### src/hw/rtl/wss_pkg.sv
// ----------------------------------------------------------------------------
// wss_pkg
// Types and constants shared by the water sampling sequencer.
// ----------------------------------------------------------------------------
package wss_pkg;

  localparam int CFG_W     = 16;
  localparam int CFG_IDX_W = 3;
  localparam int THRESH_W  = 12;
  localparam int TMR_N     = 5;
  localparam int TMR_IDX_W = 3;

  // command codes
  typedef enum logic [1:0] {
    CMD_STEP  = 2'd0,
    CMD_INIT  = 2'd1,
    CMD_START = 2'd2
  } cmd_t;

  typedef enum logic [1:0] {
    MOTOR_STOP = 2'd0,
    MOTOR_FWD  = 2'd1,
    MOTOR_REV  = 2'd2
  } motor_t;

  // register indexes
  localparam logic [CFG_IDX_W-1:0] REG_FILL      = 3'd0;
  localparam logic [CFG_IDX_W-1:0] REG_BALANCE   = 3'd1;
  localparam logic [CFG_IDX_W-1:0] REG_MOTOR_OFF = 3'd2;
  localparam logic [CFG_IDX_W-1:0] REG_DISCHARGE = 3'd3;
  localparam logic [CFG_IDX_W-1:0] REG_SETTLE    = 3'd4;
  localparam logic [CFG_IDX_W-1:0] REG_THRESHOLD = 3'd5;

  // timer slots
  localparam logic [TMR_IDX_W-1:0] T_FILL   = 3'd0;
  localparam logic [TMR_IDX_W-1:0] T_BAL    = 3'd1;
  localparam logic [TMR_IDX_W-1:0] T_MOFF   = 3'd2;
  localparam logic [TMR_IDX_W-1:0] T_DISCH  = 3'd3;
  localparam logic [TMR_IDX_W-1:0] T_SETTLE = 3'd4;

  localparam logic [CFG_W-1:0]    FILL_RST      = 16'd8000;
  localparam logic [CFG_W-1:0]    BALANCE_RST   = 16'd8000;
  localparam logic [CFG_W-1:0]    MOTOR_OFF_RST = 16'd2000;
  localparam logic [CFG_W-1:0]    DISCHARGE_RST = 16'd2000;
  localparam logic [CFG_W-1:0]    SETTLE_RST    = 16'd100;
  localparam logic [THRESH_W-1:0] THRESHOLD_RST = 12'd100;

  typedef struct packed {
    logic [CFG_W-1:0]    fill_time_ms;
    logic [CFG_W-1:0]    balance_time_ms;
    logic [CFG_W-1:0]    motor_off_time_ms;
    logic [CFG_W-1:0]    discharge_time_ms;
    logic [CFG_W-1:0]    settle_time_ms;
    logic [THRESH_W-1:0] clamp_threshold;
  } cfg_t;

  typedef struct packed {
    logic   charge;
    logic   balance;
    logic   discharge;
    logic   settle;
    logic   motor;
    logic   complete;
    logic   pump;
    logic   suction;
    logic   blow;
    motor_t drive;
  } seq_state_t;

  localparam seq_state_t STATE_OFF = '{
    charge: 1'b0, balance: 1'b0, discharge: 1'b0, settle: 1'b0,
    motor: 1'b0, complete: 1'b0, pump: 1'b0, suction: 1'b0, blow: 1'b0,
    drive: MOTOR_STOP
  };

endpackage

### src/hw/rtl/wss_if.sv
// ----------------------------------------------------------------------------
// wss_if
// Valid/ready channels of the water sampling sequencer.
// ----------------------------------------------------------------------------
interface wss_in_if #(
  parameter int SENSOR_BITS = 12
);
  logic                   valid;
  logic                   ready;
  logic [1:0]             cmd;
  logic                   full_switch;
  logic [SENSOR_BITS-1:0] clamp_reading;

  modport source (output valid, cmd, full_switch, clamp_reading, input ready);
  modport sink (input valid, cmd, full_switch, clamp_reading, output ready);
endinterface

interface wss_out_if;
  logic       valid;
  logic       ready;
  logic       pump_on;
  logic       suction_valve_on;
  logic       blow_valve_on;
  logic [1:0] motor_drive;
  logic       sample_complete;

  modport source (output valid, pump_on, suction_valve_on, blow_valve_on,
                  motor_drive, sample_complete, input ready);
  modport sink (input valid, pump_on, suction_valve_on, blow_valve_on,
                motor_drive, sample_complete, output ready);
endinterface

### src/hw/rtl/water_sampling_sequencer.sv
// ----------------------------------------------------------------------------
// water_sampling_sequencer
// Pump, valve and clamp motor sequencer for a water sampler.
// ----------------------------------------------------------------------------
// req carries one command word: a one millisecond step, init or start,
// with the full switch and the clamp sensor reading sampled for that step.
// rsp returns one word per command with the actuator outputs and the
// complete flag as they stand after the command.
// cfg_we/cfg_index/cfg_data write the five phase times and the clamp
// threshold; writes take effect at once, and the user must make them only
// while the block idles; the block itself does not enforce it.
// A command is taken into an input register; the step logic updates the
// phase flags, actuators and five timers and loads the state and result
// registers. One word per cycle is sustained while rsp.ready stays high.
// When rsp stalls, the result register holds its word and the input
// register holds one more; req.ready drops once both are full.
// Reset clears flags, actuators and timers, loads the register defaults
// and empties both pipeline registers; req.ready is low during reset.
// ----------------------------------------------------------------------------
module water_sampling_sequencer
  import wss_pkg::*;
#(
  parameter int TIMER_BITS  = 16,
  parameter int SENSOR_BITS = 12
) (
  input  logic                 clk,
  input  logic                 rst,
  wss_in_if.sink               req,
  wss_out_if.source            rsp,
  input  logic                 cfg_we,
  input  logic [CFG_IDX_W-1:0] cfg_index,
  input  logic [CFG_W-1:0]     cfg_data
);

  cfg_t                             cfg;
  logic                             in_valid;
  logic [1:0]                       in_cmd;
  logic                             in_full;
  logic [SENSOR_BITS-1:0]           in_reading;
  seq_state_t                       state;
  seq_state_t                       state_next;
  logic [TMR_N-1:0][TIMER_BITS-1:0] timers;
  logic [TMR_N-1:0][TIMER_BITS-1:0] timers_next;
  logic                             out_valid;
  logic                             advance;
  logic                             fire;

  wss_cfg u_cfg (
    .clk       (clk),
    .rst       (rst),
    .cfg_we    (cfg_we),
    .cfg_index (cfg_index),
    .cfg_data  (cfg_data),
    .cfg       (cfg)
  );

  wss_step #(
    .TIMER_BITS  (TIMER_BITS),
    .SENSOR_BITS (SENSOR_BITS)
  ) u_step (
    .cmd           (in_cmd),
    .full_switch   (in_full),
    .clamp_reading (in_reading),
    .cfg           (cfg),
    .state         (state),
    .timers        (timers),
    .state_next    (state_next),
    .timers_next   (timers_next)
  );

  assign advance   = !out_valid || rsp.ready;
  assign fire      = in_valid && advance;
  assign req.ready = !rst && (!in_valid || advance);

  always_ff @(posedge clk) begin
    if (rst) begin
      in_valid <= 1'b0;
    end else if (req.ready) begin
      in_valid <= req.valid;
    end
  end

  always_ff @(posedge clk) begin
    if (req.valid && req.ready) begin
      in_cmd     <= req.cmd;
      in_full    <= req.full_switch;
      in_reading <= req.clamp_reading;
    end
  end

  always_ff @(posedge clk) begin
    if (rst) begin
      state  <= STATE_OFF;
      timers <= '0;
    end else if (fire) begin
      state  <= state_next;
      timers <= timers_next;
    end
  end

  always_ff @(posedge clk) begin
    if (rst) begin
      out_valid <= 1'b0;
    end else if (advance) begin
      out_valid <= in_valid;
    end
  end

  always_ff @(posedge clk) begin
    if (fire) begin
      rsp.pump_on          <= state_next.pump;
      rsp.suction_valve_on <= state_next.suction;
      rsp.blow_valve_on    <= state_next.blow;
      rsp.motor_drive      <= state_next.drive;
      rsp.sample_complete  <= state_next.complete;
    end
  end

  assign rsp.valid = out_valid;

endmodule

### src/hw/rtl/wss_cfg.sv
// ----------------------------------------------------------------------------
// wss_cfg
// Timing and threshold registers with their reset defaults.
// ----------------------------------------------------------------------------
module wss_cfg
  import wss_pkg::*;
(
  input  logic                 clk,
  input  logic                 rst,
  input  logic                 cfg_we,
  input  logic [CFG_IDX_W-1:0] cfg_index,
  input  logic [CFG_W-1:0]     cfg_data,
  output cfg_t                 cfg
);

  always_ff @(posedge clk) begin
    if (rst) begin
      cfg.fill_time_ms      <= FILL_RST;
      cfg.balance_time_ms   <= BALANCE_RST;
      cfg.motor_off_time_ms <= MOTOR_OFF_RST;
      cfg.discharge_time_ms <= DISCHARGE_RST;
      cfg.settle_time_ms    <= SETTLE_RST;
      cfg.clamp_threshold   <= THRESHOLD_RST;
    end else if (cfg_we) begin
      case (cfg_index)
        REG_FILL:      cfg.fill_time_ms      <= cfg_data;
        REG_BALANCE:   cfg.balance_time_ms   <= cfg_data;
        REG_MOTOR_OFF: cfg.motor_off_time_ms <= cfg_data;
        REG_DISCHARGE: cfg.discharge_time_ms <= cfg_data;
        REG_SETTLE:    cfg.settle_time_ms    <= cfg_data;
        REG_THRESHOLD: cfg.clamp_threshold   <= cfg_data[THRESH_W-1:0];
        default: ;
      endcase
    end
  end

endmodule

### src/hw/rtl/wss_step.sv
// ----------------------------------------------------------------------------
// wss_step
// Next state of the sequencer for one command word.
// ----------------------------------------------------------------------------
module wss_step
  import wss_pkg::*;
#(
  parameter int TIMER_BITS  = 16,
  parameter int SENSOR_BITS = 12
) (
  input  logic [1:0]                        cmd,
  input  logic                              full_switch,
  input  logic [SENSOR_BITS-1:0]            clamp_reading,
  input  cfg_t                              cfg,
  input  seq_state_t                        state,
  input  logic [TMR_N-1:0][TIMER_BITS-1:0]  timers,
  output seq_state_t                        state_next,
  output logic [TMR_N-1:0][TIMER_BITS-1:0]  timers_next
);

  localparam int CMP_W = (TIMER_BITS > CFG_W) ? TIMER_BITS : CFG_W;
  localparam int RD_W  = (SENSOR_BITS > THRESH_W) ? SENSOR_BITS : THRESH_W;

  logic [TMR_N-1:0][TIMER_BITS-1:0] t_inc;
  logic                             clamped;

  function automatic logic expired(input logic [TIMER_BITS-1:0] t,
                                   input logic [CFG_W-1:0] limit);
    expired = CMP_W'(t) >= CMP_W'(limit);
  endfunction

  // saturating advance of every timer
  always_comb begin
    for (int i = 0; i < TMR_N; i++) begin
      t_inc[i] = (timers[i] == {TIMER_BITS{1'b1}}) ? timers[i] : timers[i] + 1'b1;
    end
  end

  assign clamped = RD_W'(clamp_reading) > RD_W'(cfg.clamp_threshold);

  // checks run in order, each one sees the updates of the ones above
  always_comb begin
    state_next  = state;
    timers_next = timers;
    case (cmd)
      CMD_STEP: begin
        timers_next = t_inc;
        if (full_switch || (state_next.charge &&
            expired(timers_next[T_FILL], cfg.fill_time_ms))) begin
          state_next.pump    = 1'b1;
          state_next.suction = 1'b0;
          state_next.blow    = 1'b1;
          state_next.charge  = 1'b0;
          state_next.balance = 1'b1;
          timers_next[T_BAL]  = '0;
          timers_next[T_MOFF] = '0;
        end
        if (state_next.balance &&
            expired(timers_next[T_BAL], cfg.balance_time_ms)) begin
          state_next.pump      = 1'b0;
          state_next.suction   = 1'b1;
          state_next.blow      = 1'b1;
          state_next.drive     = MOTOR_REV;
          state_next.balance   = 1'b0;
          state_next.discharge = 1'b1;
          timers_next[T_DISCH] = '0;
        end
        if (state_next.balance &&
            expired(timers_next[T_MOFF], cfg.motor_off_time_ms)) begin
          state_next.drive = MOTOR_STOP;
          state_next.motor = 1'b0;
        end
        if (state_next.discharge &&
            expired(timers_next[T_DISCH], cfg.discharge_time_ms)) begin
          state_next.drive     = MOTOR_STOP;
          state_next.discharge = 1'b0;
          state_next.settle    = 1'b1;
          timers_next[T_SETTLE] = '0;
        end
        if (state_next.settle &&
            expired(timers_next[T_SETTLE], cfg.settle_time_ms)) begin
          state_next.drive    = MOTOR_STOP;
          state_next.settle   = 1'b0;
          state_next.complete = 1'b1;
          state_next.suction  = 1'b0;
          state_next.blow     = 1'b1;
        end
        if (clamped && state_next.motor) begin
          state_next.pump    = 1'b1;
          state_next.suction = 1'b1;
          state_next.blow    = 1'b0;
          state_next.motor   = 1'b0;
          state_next.charge  = 1'b1;
          timers_next[T_FILL] = '0;
        end
      end
      CMD_INIT: begin
        state_next = STATE_OFF;
      end
      CMD_START: begin
        state_next.drive = MOTOR_FWD;
        state_next.motor = 1'b1;
      end
      default: ;
    endcase
  end

endmodule

### src/flat_wrapper.sv
// flat-port wrapper written by rule: the top's interface ports become plain ports
module water_sampling_sequencer_flat import wss_pkg::*;
#(
  parameter int TIMER_BITS  = 16,
  parameter int SENSOR_BITS = 12
)
  (clk, rst, cfg_we, cfg_index, cfg_data, req_valid, req_cmd, req_full_switch, req_clamp_reading, req_ready, rsp_valid, rsp_pump_on, rsp_suction_valve_on, rsp_blow_valve_on, rsp_motor_drive, rsp_sample_complete, rsp_ready);
  wss_in_if #(.SENSOR_BITS(SENSOR_BITS)) req_i ();
  wss_out_if rsp_i ();
  input  logic clk;
  input  logic rst;
  input  logic cfg_we;
  input  logic [CFG_IDX_W-1:0] cfg_index;
  input  logic [CFG_W-1:0] cfg_data;
  input wire logic [$bits(req_i.valid)-1:0] req_valid;
  input wire logic [$bits(req_i.cmd)-1:0] req_cmd;
  input wire logic [$bits(req_i.full_switch)-1:0] req_full_switch;
  input wire logic [$bits(req_i.clamp_reading)-1:0] req_clamp_reading;
  output wire logic [$bits(req_i.ready)-1:0] req_ready;
  output wire logic [$bits(rsp_i.valid)-1:0] rsp_valid;
  output wire logic [$bits(rsp_i.pump_on)-1:0] rsp_pump_on;
  output wire logic [$bits(rsp_i.suction_valve_on)-1:0] rsp_suction_valve_on;
  output wire logic [$bits(rsp_i.blow_valve_on)-1:0] rsp_blow_valve_on;
  output wire logic [$bits(rsp_i.motor_drive)-1:0] rsp_motor_drive;
  output wire logic [$bits(rsp_i.sample_complete)-1:0] rsp_sample_complete;
  input wire logic [$bits(rsp_i.ready)-1:0] rsp_ready;
  assign req_i.valid = req_valid;
  assign req_i.cmd = req_cmd;
  assign req_i.full_switch = req_full_switch;
  assign req_i.clamp_reading = req_clamp_reading;
  assign req_ready = req_i.ready;
  assign rsp_valid = rsp_i.valid;
  assign rsp_pump_on = rsp_i.pump_on;
  assign rsp_suction_valve_on = rsp_i.suction_valve_on;
  assign rsp_blow_valve_on = rsp_i.blow_valve_on;
  assign rsp_motor_drive = rsp_i.motor_drive;
  assign rsp_sample_complete = rsp_i.sample_complete;
  assign rsp_i.ready = rsp_ready;
  water_sampling_sequencer #(.TIMER_BITS(TIMER_BITS), .SENSOR_BITS(SENSOR_BITS)) u_core (.clk(clk), .rst(rst), .req(req_i), .rsp(rsp_i), .cfg_we(cfg_we), .cfg_index(cfg_index), .cfg_data(cfg_data));
endmodule
### config.mk
export PLATFORM = sky130hd
export DESIGN_NAME = water_sampling_sequencer_flat
export DESIGN_NICKNAME = d
export VERILOG_FILES = /design/src/hw/rtl/wss_pkg.sv /design/src/hw/rtl/wss_if.sv /design/src/hw/rtl/water_sampling_sequencer.sv /design/src/hw/rtl/wss_cfg.sv /design/src/hw/rtl/wss_step.sv /design/src/flat_wrapper.sv
export SDC_FILE = /design/constraint.sdc
export NUM_CORES = 1
export LEC_CHECK = 0
export ABC_AREA = 1
export BUFFER_PORTS_ARGS = -buffer_cell sky130_fd_sc_hd__buf_2
export CORE_ASPECT_RATIO = 0.7
export CORE_MARGIN = 5
export CORE_UTILIZATION = 35
export CTS_CLUSTER_SIZE = 28
export DETAILED_ROUTE_END_ITERATION = 12
export PLACE_DENSITY_LB_ADDON = 0.12
export SKIP_CTS_REPAIR_TIMING = 1
export SYNTH_ARGS = -nofsm -noshare
export SYNTH_HDL_FRONTEND = slang
export SYNTH_HIERARCHICAL = 1
export SYNTH_SLANG_ARGS = --single-unit
### constraint.sdc
create_clock -name clk -period 8.5 [get_ports clk]
set_input_delay 1.7 -clock clk [delete_from_list [all_inputs] [get_ports clk]]
set_output_delay 1.7 -clock clk [all_outputs]
set_load 0.03 [all_outputs]
# Word-level counts from Yosys, hierarchy flattened
# Cells that the tools add are included.
word_totals:
  reg_bits: 206
  in_bits: 39
  output_inout_bits: 8
  wordCells: 118
classes:
  n_addsub: 5
  magnitude_cmp: 6
  n_eq_ne: 13
  mux: 34
  reduce_logical: 29
op_table:
  columns: ["op", "n"]
  rows:
  - ["two-way mux 16 bit", 10]
  - ["adder 16 x 1 -> 16 bit (second input constant)", 5]
  - ["equality test 16 bit (second input constant)", 5]
  - ["greater-or-equal comparator 16 bit", 5]
  - ["two-way mux 32 bit", 2]
  - ["AND reduction 2 bit", 9]
  - ["two-way mux 2 bit", 8]
  - ["case mux 4 bit (2 select lines)", 2]
  - ["> comparator 12 bit", 1]
  - ["logical AND 1 bit", 9]
  - ["equality test 3 x 2 -> 1 bit (second input constant)", 2]
  - ["equality test 3 bit (second input constant)", 2]
  - ["two-way mux 1 bit", 6]
  - ["two-way mux 3 bit", 2]
  - ["case mux 2 bit (3 select lines)", 1]
  - ["two-way mux 5 bit", 1]
  - ["two-way mux 4 bit", 1]
  - ["equality test 3 x 1 -> 1 bit (second input constant)", 1]
  - ["zero test 1 bit", 3]
  - ["zero test 3 bit", 1]
  - ["logical OR 1 bit", 3]
  - ["inequality test 3 bit (second input constant)", 1]
  - ["case mux 1 bit (3 select lines)", 1]
  - ["AND reduction 3 bit", 1]
  - ["5 further kinds", 5]

# Logic depth before layout (Yosys ltp)
# Gate-level depths: netlist of the first run.
depth:
  ltp_word: 20
  ltp_mapped: 63
  depth_no_buf: 61

# Modules after synthesis
# The synthesis of the first run kept the hierarchy.
by_module_without_submodules:
  columns: ["module", "instances", "cells_each", "area_per_inst_um2", "seq_area_each_um2"]
  rows:
  - ["wss_step", 1, 1081, 5804.3, 0.0]
  - ["water_sampling_sequencer", 1, 631, 4809.6, 2492.4]
  - ["wss_cfg", 1, 502, 3580.9, 1841.8]

# Worst setup path after synthesis of the first run
# Ideal clock, no wire load.
synth_timing:
  path_type: "reg-to-reg"
  from: "register u_core/timers[0] (netlist bit)"
  to: "register u_core/state[3] (netlist name)"
  setup_ps: 115
  arrival_time_ps: 6552
  t_required_ps: 8385
  slack_ps: 1833
  path_stages_with_launch: 62
  path_buffers: 3
  synth_period_minus_slack_ps: 6667
  path_cell_list: "dfxtp_1 ha_1 inv_1 nor3_2 nand4_2 nor3_4 nand2_2 nand3b_2 nor2_1 xnor2_1 inv_1 ha_1 nand2_1 inv_1 nand2_1 nor2_1 nor2_1 nand2_1 (+26 left out) buf_6 nor2_2 ha_1 nand2_1 inv_1 nand3_1 nor3_1 nand3_1 nand3_1 nand2_1 nand2_1 nand2_1 nand2_1 nand2_1 inv_1 nand3_1 nand2_1 nor2_1"
synth_lines:
  columns: ["element", "line", "rtl"]
  rows:
  - ["from (decl)", "water_sampling_sequencer.sv:42", "logic [TMR_N-1:0][TIMER_BITS-1:0] timers;"]
  - ["from (signal assigned)", "water_sampling_sequencer.sv:97", "timers <= timers_next;"]

==> results.md, run 1 <==
- Post-synth EDFFs: 21
- Share of cells above drive strength 1: 7.70%
- GR Overflow Total: 0
- Avg Vias per Cell: 4.90
- Routing usage on met1: 27.6%
- Worst Setup End Kind: flip-flop
- Port buffer count: 46
- Peak supply drop: 146 uV
- Worst R2R Start: u_core/timers[0]
- Detail Route Antenna Nets: 0
- Post-route minimum period: 7600 ps
- WL final: 41000 um
- Synth Register Bits: 206
- Final setup violation count: 0
- Total global-route track usage: 17.9%
- Most frequent cells after synthesis: 483 x nand2_1, 339 x inv_1, 291 x nor2_1
- PwrDens: 170 nW/um^2
- Final worst path period share: 89.4%
- Hold Path Depth: 2
- RSZ-0062 raised after global routing: no
- Pin count of the biggest net entering global routing: 102
- RePlAce Congestion: 0.856
- Syn_nets: 2350
- Yosys cell types: 48
- Crit-path slowest cell: dfxtp_1
- Worst Setup SP: u_core/timers[0]
- Clk Latency, worst-skew pair: 550 ps
- Top cells by area, synth: dfxtp_1 26%, nand2_1 13%, inv_1 9.0%, ha_1 8.6%, nand3_1 8.3%
- Diode count: 0
- Longest Clk Path Bufs: 3
- DP HPWL: 28900 um
- Startpoint Class: flip-flop
- Fmax: 0.132 GHz
- Post-synth ARST share: 0%
- Post-layout power: 0.00265 W
- Drt first pass iters: 5
- Count leader, synth: nand2_1
- Clock slew at reported path FFs: 60 ps
- Worst hold path class: reg -> reg
- Inserted Clock Buffers: 25
- Worst r2r path cells: 58
- Top cell type's share of synthesized area: 26.1%
- Required time worst endpoint: 8980 ps
- Routed len/inst: 14.9 um
- CTS Sinks: 206
- Worst r2r dst: u_core/state[3]
- Warnings from Yosys: 6
- IO Count: 47
- Final hold violation count: 0
- Global Route met2 Usage: 26.9%
- Arrival @ worst endpoint: 8080 ps
- Slew @ Worst Pin: 1050 ps
- GR peak layer: met1
- CP most frequent cell: nand2_1
- R2r setup slk: 900 ps
- Site Rows: 61
- Worst Hold Path EP: u_core/u_cfg/cfg[35]
- Synth Flop Type: dfxtp_1
- Die Area: 44700 sq um
- DRC Markers: 0
- Setup TNS: 0 ps
- Pleak: 7.03 nW
- DR iter-0 viols: 1112
- CTS tree: built
- Final Core Density: 39.1%
- Total Nets Final: 2339
- Avg Cell Area, Syn: 6.41 sq um
- Dominant cell type by area after synthesis: dfxtp_1
- Run status: finished, final reports clean
- Clock skew: 18.0 ps
- Post-Synthesis Cells: 2214
- Global-route wire length before repair: 66500 um
- Met3 usage in global routing: 2.46%
- Starting density of the core: 35.6%
- Die extent in x: 251 um
- Final number of max-transition violations: 0
- Area of the core: 39900 sq um
- Area Overhead vs Synth: 9.87%
- Critical Path Max Stage Delay: 400 ps
- Sequential share of the synthesized area: 30.5%
- DIE HEIGHT: 178 um
- Via count: 13510
- Max FO, Critical Path: 18
- Post-Syn Area: 14200 sq um
- Number of global-route vias before repair: 12281
- Headroom to the max-slew limit: 29.7%
- CP Class: reg -> reg
- Initial antenna violation count: 0
- Max_cap viols: 0
- H-tree levels: 1
- Min-delay src: u_core/u_cfg/cfg[35]
- Clock root cell: clkbuf_16
[cell usage in the layout, fill, tap and decap left out, types with 3 or more instances in the layout]
cell / count
nor3_1: 31
nor2_4: 7
ha_1: 97
inv_1: 336
nand4_1: 19
nor2_2: 11
o22ai_1: 7
o211ai_1: 3
nand3_1: 232
a31oi_1: 12
nor4_1: 9
nor2_1: 290
clkinvlp_4: 3
nand2_2: 8
o21ai_1: 6
bufinv_16: 3
nor3_2: 3
xor2_1: 25
xnor2_1: 5
nand3_2: 3
edfxtp_1: 21
a21oi_1: 175
clkinv_2: 6
buf_4: 17
inv_2: 7
buf_2: 46
o21ai_0: 102
dfxtp_1: 184
nand2_4: 4
clkbuf_16: 27
nand2_1: 481
[layout make-up]
class,instances,area [sq um]
clock buffer,31,711
clock inverter,15,168
fill,4285,24300
inverter,347,1310
multi-input combinational,1560,8040
sequential,206,4340
tap,535,669
timing repair buffer,63,358
[how the worst max path moves through the flow]
stage	slack, ps	cells past startpoint	to
floorplan	1830	61	u_core/state[3]
global placement	480	53	u_core/state[3]
detailed placement	170	53	u_core/state[3]
CTS	110	53	u_core/state[3]
global route	6	59	u_core/state[3]
finish	900	58	u_core/state[3]
[flip-flops by register name, summed over array words and instances (netlist names)]
register	count
u_core/u_cfg/cfg	92
u_core/timers	80
u_core/in_reading	12
u_core/state	11
u_core/in_cmd	2
u_core/rsp.motor_drive	2
u_core/in_full	1
u_core/in_valid	1
u_core/rsp.blow_valve_on	1
u_core/rsp.pump_on	1
u_core/rsp.sample_complete	1
u_core/rsp.suction_valve_on	1
u_core/rsp.valid	1
[worst max-delay path: cells and delay by family (launching register included)]
kind / cells / cell delay (ps)
adders and majority gates: 5 / 1340
and+or+nand+nor: 34 / 3450
AOI/OAI and AO/OA: 11 / 1680
DFF: 1 / 400
buffers and inverters: 8 / 630
[power breakdown]
part,switching [W],internal [W]
registers,0.0000488,0.00103
clock network,0.000451,0.000687
logic,0.000286,0.000148
[per-stage QoR]
stage	std cells	cell area (sq um)	setup slack [ps]	hold slack (ps)
after floorplan	2214	14200	1830	429
after global placement	2708	14700	481	441
after detailed placement	2708	14700	168	449
after CTS	2754	15500	112	465
after global routing	2757	15600	6.10	484
final	2757	15600	902	462
[logic make-up (layout without fill, tap and decap cells)]
logic type / count (synthesis) / in the layout / share of synthesized area, %
AOI/OAI and AO/OA: 318 / 318 / 11.7
buffers and inverters: 449 / 456 / 13.3
and+or+nand+nor: 1114 / 1115 / 34.1
adders and majority gates: 97 / 97 / 8.55
xor gates and xnor gates: 30 / 30 / 1.85
DFF: 206 / 206 / 30.5
[layer usage]
layer | routed length, um | part of all wire [%]
met3 | 1970 | 4.8
met1 | 21600 | 53
met2 | 16800 | 41
met5 | 0 | 0
met4 | 620 | 1.5
Power figures use the tool's default switching activity.
==> run 2, diff against run 1 <==
--- a/config.mk
+++ b/config.mk
@@ -5,7 +5,6 @@
 export SDC_FILE = /design/constraint.sdc
 export NUM_CORES = 1
 export LEC_CHECK = 0
-export ABC_AREA = 1
 export BUFFER_PORTS_ARGS = -buffer_cell sky130_fd_sc_hd__buf_2
 export CORE_ASPECT_RATIO = 0.7
 export CORE_MARGIN = 5
==> results.md, run 2 <==
- Run status: finished, final reports clean
- Area Overhead vs Synth: 14.9%
- GR Overflow Total: 0
- Clock skew: 13.4 ps
- Worst Setup SP: u_core/timers[0]
- Diode count: 0
- Synth Register Bits: 206
- DP HPWL: 26300 um
- Required time worst endpoint: 8950 ps
- Final Core Density: 40.8%
- Number of global-route vias before repair: 10653
- CTS Sinks: 206
- Dominant cell type by area after synthesis: dfxtp_1
- Peak supply drop: 140 uV
- Share of cells above drive strength 1: 11.7%
- Post-route minimum period: 8120 ps
- Leading cell type in the layout, fill and taps excluded: nand2b_1
- RePlAce Congestion: 0.824
- Most flops, register: u_core/u_cfg/cfg
- Critical Path Max Stage Delay: 380 ps
- Initial antenna violation count: 1
- Worst R2R Start: u_core/timers[0]
- Switch Pwr: 0.000555 W
- Slew @ Worst Pin: 1010 ps
- Post-synth EDFFs: 21
- Synth Flop Type: dfxtp_1
- Post-Synthesis Cells: 1687
- Final setup violation count: 0
- CP most frequent cell: ha_1
- Worst hold path class: reg -> reg
- Crit-path slowest cell: or3b_1
- Flop pwr share: 43.3%
- CP Class: reg -> reg
- Worst Setup End Kind: flip-flop
- Top Registers: u_core/u_cfg/cfg x92, u_core/timers x80, u_core/in_reading x12
- Pin count of the biggest net entering global routing: 257
- Startpoint Class: flip-flop
- Synth Area in Simple Gates: 26.7%
- Post-synth ARST share: 0%
- Sw frac: 23.8%
- Sequential share of the synthesized area: 30.7%
- Detail Route Antenna Nets: 0
- Final number of max-transition violations: 0
- Inserted Clock Buffers: 24
- Final hold violation count: 0
- Die extent in x: 250 um
- Most frequent cells in the layout: 268 x nand2b_1, 187 x mux2i_1, 185 x dfxtp_1
- WL final: 37500 um
- Design Area, Final: 16200 sq um
- Warnings from Yosys: 6
- Largest family of logic cells by synthesized area: simple AND/OR/NAND/NOR gates
- Clock power frac: 48.9%
- Fmax: 0.123 GHz
- Post-synthesis mux area share: 13.5%
- Int Pwr: 0.00178 W
- DR iter-0 viols: 753
- Clock root cell: clkbuf_16
- CTS tree: built
- Post-Syn Area: 14100 sq um
- Total global-route track usage: 16.4%
- Final worst path period share: 95.5%
- Routed len/inst: 16.4 um
- Headroom to the max-slew limit: 32.6%
- Most frequent cells after synthesis: 270 x nand2b_1, 187 x mux2i_1, 185 x dfxtp_1
- Syn_nets: 1823
- Yosys cell types: 72
- Top cells by area, synth: dfxtp_1 26%, mux2i_1 13%, nand2b_1 12%, ha_1 8.6%, edfxtp_1 4.5%
- Pleak: 6.85 nW
- Via count: 11314
- Min-delay src: u_core/u_cfg/cfg[20]
- Site Rows: 61
- Global-route wire length before repair: 59600 um
- Avg Cell Area, Syn: 8.37 sq um
- DIE HEIGHT: 178 um
- Drt first pass iters: 7
- IO Count: 47
- Clk Latency, worst-skew pair: 530 ps
- Synth Area in XOR/XNOR: 3.54%
- Max FO, Critical Path: 5
- Port buffer count: 46
- Area of the core: 39800 sq um
- Max_cap viols: 0
- Area share of fa/ha/maj cells after synthesis: 8.59%
- Starting density of the core: 35.5%
- Clock slew at reported path FFs: 60 ps
- Complex-gate fraction of the synthesized area: 10.6%
- Placed Area: 15000 sq um
- Die Area: 44500 sq um
- Total Nets Final: 1862
- Longest Clk Path Bufs: 3
- Max reg flops: 92
- Comb power frac: 7.8%
- Arrival @ worst endpoint: 8570 ps
- PwrDens: 144 nW/um^2
- DRC Markers: 0
- H-tree levels: 1
- Top cell type's share of synthesized area: 26.2%
- Avg Vias per Cell: 4.97
- Count leader, synth: nand2b_1
[run 2: cell count changes in the layout (fill, tap and decap cells not counted), moves of 34 or more]
cell / previous run / this run
nand2_1: 481 / 144
nand2b_1: 0 / 268
inv_1: 336 / 105
nand3_1: 232 / 29
mux2i_1: 0 / 187
nor2_1: 290 / 119
a21oi_1: 175 / 56
o21ai_0: 102 / 55
buf_4: 17 / 51
[run 2: logic make-up after synthesis]
kind of cell | count (synthesis)
AO/OA/AOI/OAI | 236
XOR/XNOR | 57
buffers and inverters | 200
flip-flops | 206
AND/OR/NAND/NOR | 701
multiplexers | 190
adder cells (fa/ha/maj) | 97
[run 2: per-stage QoR]
stage | cells | setup TNS, ps | power [W] | hold WS [ps] | worst slack [ps]
after floorplan | 1687 | 0 | 0.00116 | 445 | 20.8
after global placement | 2225 | -173 | 0.00121 | 460 | -95.9
after detailed placement | 2225 | -1740 | 0.00121 | 465 | -280
after CTS | 2268 | -2160 | 0.00237 | 477 | -314
after global routing | 2278 | -62.6 | 0.00243 | 493 | -57.2
final | 2278 | 0 | 0.00233 | 477 | 382
[run 2: final cells by class]
type                    count  area, sq um
inverters                 105          394
clock inverters            11          163
fillers                  3951        23500
clock buffers              32          703
repair buffers            108          808
well taps                 535          669
flip-flops and latches    206         4330
multi-input cells        1281         9150
[run 2: power by group through the flow]
stage	Sequential, W	Combinational, W	Clock [W]
floorplan	0.00103	0.000128	0
global placement	0.00103	0.000176	0
detailed placement	0.00103	0.000177	0
CTS	0.00101	0.000178	0.00118
global route	0.00101	0.000198	0.00122
finish	0.00101	0.000181	0.00114
[run 2: path summary, 6_finish.rpt]
path	endpoint	slack (ps)	cells past startpoint
min	u_core/u_cfg/cfg[20]	480	2
max reg2reg	u_core/state[0]	380	41
min reg2reg	u_core/u_cfg/cfg[20]	480	2
max	u_core/state[0]	380	41
[run 2: routing by layer]
metal / routed length [um] / global-route usage [%] / part of all wire, % / vias to the layer above
met5: 0 / 0 / 0 / -
met4: 563 / 2.68 / 1.5 / 0
met3: 1140 / 2.16 / 3.0 / 34
met2: 15300 / 24.4 / 41 / 149
met1: 20500 / 25.5 / 55 / 5276
li1: - / - / - / 5855
[run 2: critical path: cells and delay by family (launching register included)]
| family | cells | cell delay, ps |
|---|---|---|
| compound gates | 16 | 2980 |
| xor+xnor | 1 | 150 |
| fa+ha+maj | 5 | 1320 |
| buf+inv | 3 | 470 |
| flops | 1 | 330 |
| mux | 1 | 120 |
| simple gates | 15 | 2650 |
==> run 3, diff against run 2 <==
--- a/config.mk
+++ b/config.mk
@@ -12,6 +12,7 @@
 export CTS_CLUSTER_SIZE = 28
 export DETAILED_ROUTE_END_ITERATION = 12
 export PLACE_DENSITY_LB_ADDON = 0.12
+export REMOVE_ABC_BUFFERS = 1
 export SKIP_CTS_REPAIR_TIMING = 1
 export SYNTH_ARGS = -nofsm -noshare
 export SYNTH_HDL_FRONTEND = slang
==> results.md, run 3 (synthesized netlist as in run 2, its figures left out) <==
- Total Nets Final: 1871
- CTS Sinks: 206
- Headroom to the max-slew limit: 21.5%
- Worst Setup End Kind: flip-flop
- Drt first pass iters: 5
- PwrDens: 141 nW/um^2
- Arrival @ worst endpoint: 8390 ps
- Site Rows: 61
- RePlAce Congestion: 0.812
- Final hold violation count: 0
- Design Area, Final: 16200 sq um
- CTS tree: built
- GR Overflow Total: 0
- CP Class: reg -> reg
- Die Area: 44500 sq um
- Final setup violation count: 0
- Port buffer count: 46
- Top Registers: u_core/u_cfg/cfg x92, u_core/timers x80, u_core/in_reading x12
- Initial antenna violation count: 3
- Longest Clk Path Bufs: 3
- Layout Cells excl Fill: 2290
- Leading cell type in the layout, fill and taps excluded: nand2b_1
- Clock root cell: clkbuf_16
- Routed len/inst: 16.8 um
- Final Core Density: 40.8%
- Pin count of the biggest net entering global routing: 124
- Placed Area: 15000 sq um
- Global-route wire length before repair: 61300 um
- Startpoint Class: flip-flop
- Max FO, Critical Path: 9
- IO Count: 47
- H-tree levels: 1
- Die extent in x: 250 um
- Switch Pwr: 0.000558 W
- DIE HEIGHT: 178 um
- Final number of max-transition violations: 0
- Final hold slack: 478 ps
- DP HPWL: 27300 um
- Slew @ Worst Pin: 1170 ps
- Pleak: 6.89 nW
- Area Overhead vs Synth: 14.8%
- Dpl cells: 2232
- Detail Route Antenna Nets: 0
- WL final: 38400 um
- Clock power frac: 48.0%
- Post-route minimum period: 8090 ps
- Starting density of the core: 35.5%
- Clk Latency, worst-skew pair: 550 ps
- Max_cap viols: 0
- Clock slew at reported path FFs: 60 ps
- Peak supply drop: 135 uV
- Most frequent cells in the layout: 269 x nand2b_1, 187 x mux2i_1, 183 x dfxtp_1
- Via count: 11470
- Required time worst endpoint: 8800 ps
- Total global-route track usage: 16.8%
- Number of global-route vias before repair: 10939
- Fmax: 0.124 GHz
- Flop pwr share: 44.1%
- Worst hold path class: reg -> reg
- DR iter-0 viols: 687
- Avg Vias per Cell: 5.01
- Crit-path slowest cell: or3b_4
- Int Pwr: 0.00173 W
- Run status: finished, final reports clean
- Share of cells above drive strength 1: 12.3%
- Clock skew: 18.9 ps
- Max reg flops: 92
- Inserted Clock Buffers: 24
- Final worst path period share: 95.2%
- Critical Path Max Stage Delay: 390 ps
- Sw frac: 24.4%
- Area of the core: 39800 sq um
- Most flops, register: u_core/u_cfg/cfg
- Filler Cells Inserted: 4022
- Comb power frac: 7.9%
- DRC Markers: 0
## run 3: cell count changes in the layout (fill, tap and decap cells not counted), sizes merged
cell / previous run / this run
bufinv: 4 / 2
diode: 0 / 2
buf: 106 / 116
inv: 106 / 105
clkbuf: 34 / 37
## run 3: cell type report
class	instances	area (sq um)	share of cell area, %
multi-input combinational	1281	9150	56.5
sequential	206	4340	26.7
timing repair buffer	117	815	5.02
clock buffer	36	737	4.55
tap	535	669	4.13
inverter	105	394	2.43
clock inverter	8	104	0.641
antenna	2	5.00	0.0309
## run 3: per-stage QoR
step	total power (W)	setup slack, ps	setup TNS, ps
global route	0.00238	-89.7	-223
detailed placement	0.00121	-107	-519
global placement	0.00121	59.2	0
floorplan	0.00113	-3240	-65240
finish	0.00229	409	0
CTS	0.00233	-172	-941
## run 3: final timing paths
kind,start,endpoint,cells after the start,slack [ps]
worst max-delay path,u_core/timers[0],u_core/rsp.suction_valve_on,42,410
worst min-delay path,u_core/u_cfg/cfg[64],u_core/u_cfg/cfg[64],2,480
worst max register to register,u_core/timers[0],u_core/rsp.suction_valve_on,42,410
worst min register to register,u_core/u_cfg/cfg[64],u_core/u_cfg/cfg[64],2,480
## run 3: per-layer routing
metal	vias to the layer above	share of wire [%]	routed length [um]	GRT usage (%)
li1	5888	-	-	-
met2	204	40	15200	24.3
met5	-	0	0	0
met4	0	2.5	978	4.25
met3	53	3.4	1310	2.16
met1	5325	54	20900	26.3
## run 3: critical path, delay by kind of cell (launching register included)
| kind | cells | cell delay [ps] |
|---|---|---|
| fa+ha+maj | 5 | 1130 |
| xor+xnor | 1 | 140 |
| flops | 1 | 330 |
| buf+inv | 6 | 1020 |
| simple gates | 14 | 2330 |
| compound gates | 16 | 2870 |
## run 3: power by group through the flow
stage	Combinational, W	Sequential, W	Clock (W)
after global placement	0.000178	0.00103	0
final	0.000181	0.00101	0.00110
after detailed placement	0.000179	0.00103	0
after CTS	0.000180	0.00101	0.00114
after floorplan	0.000105	0.00103	0
after global routing	0.000199	0.00101	0.00117
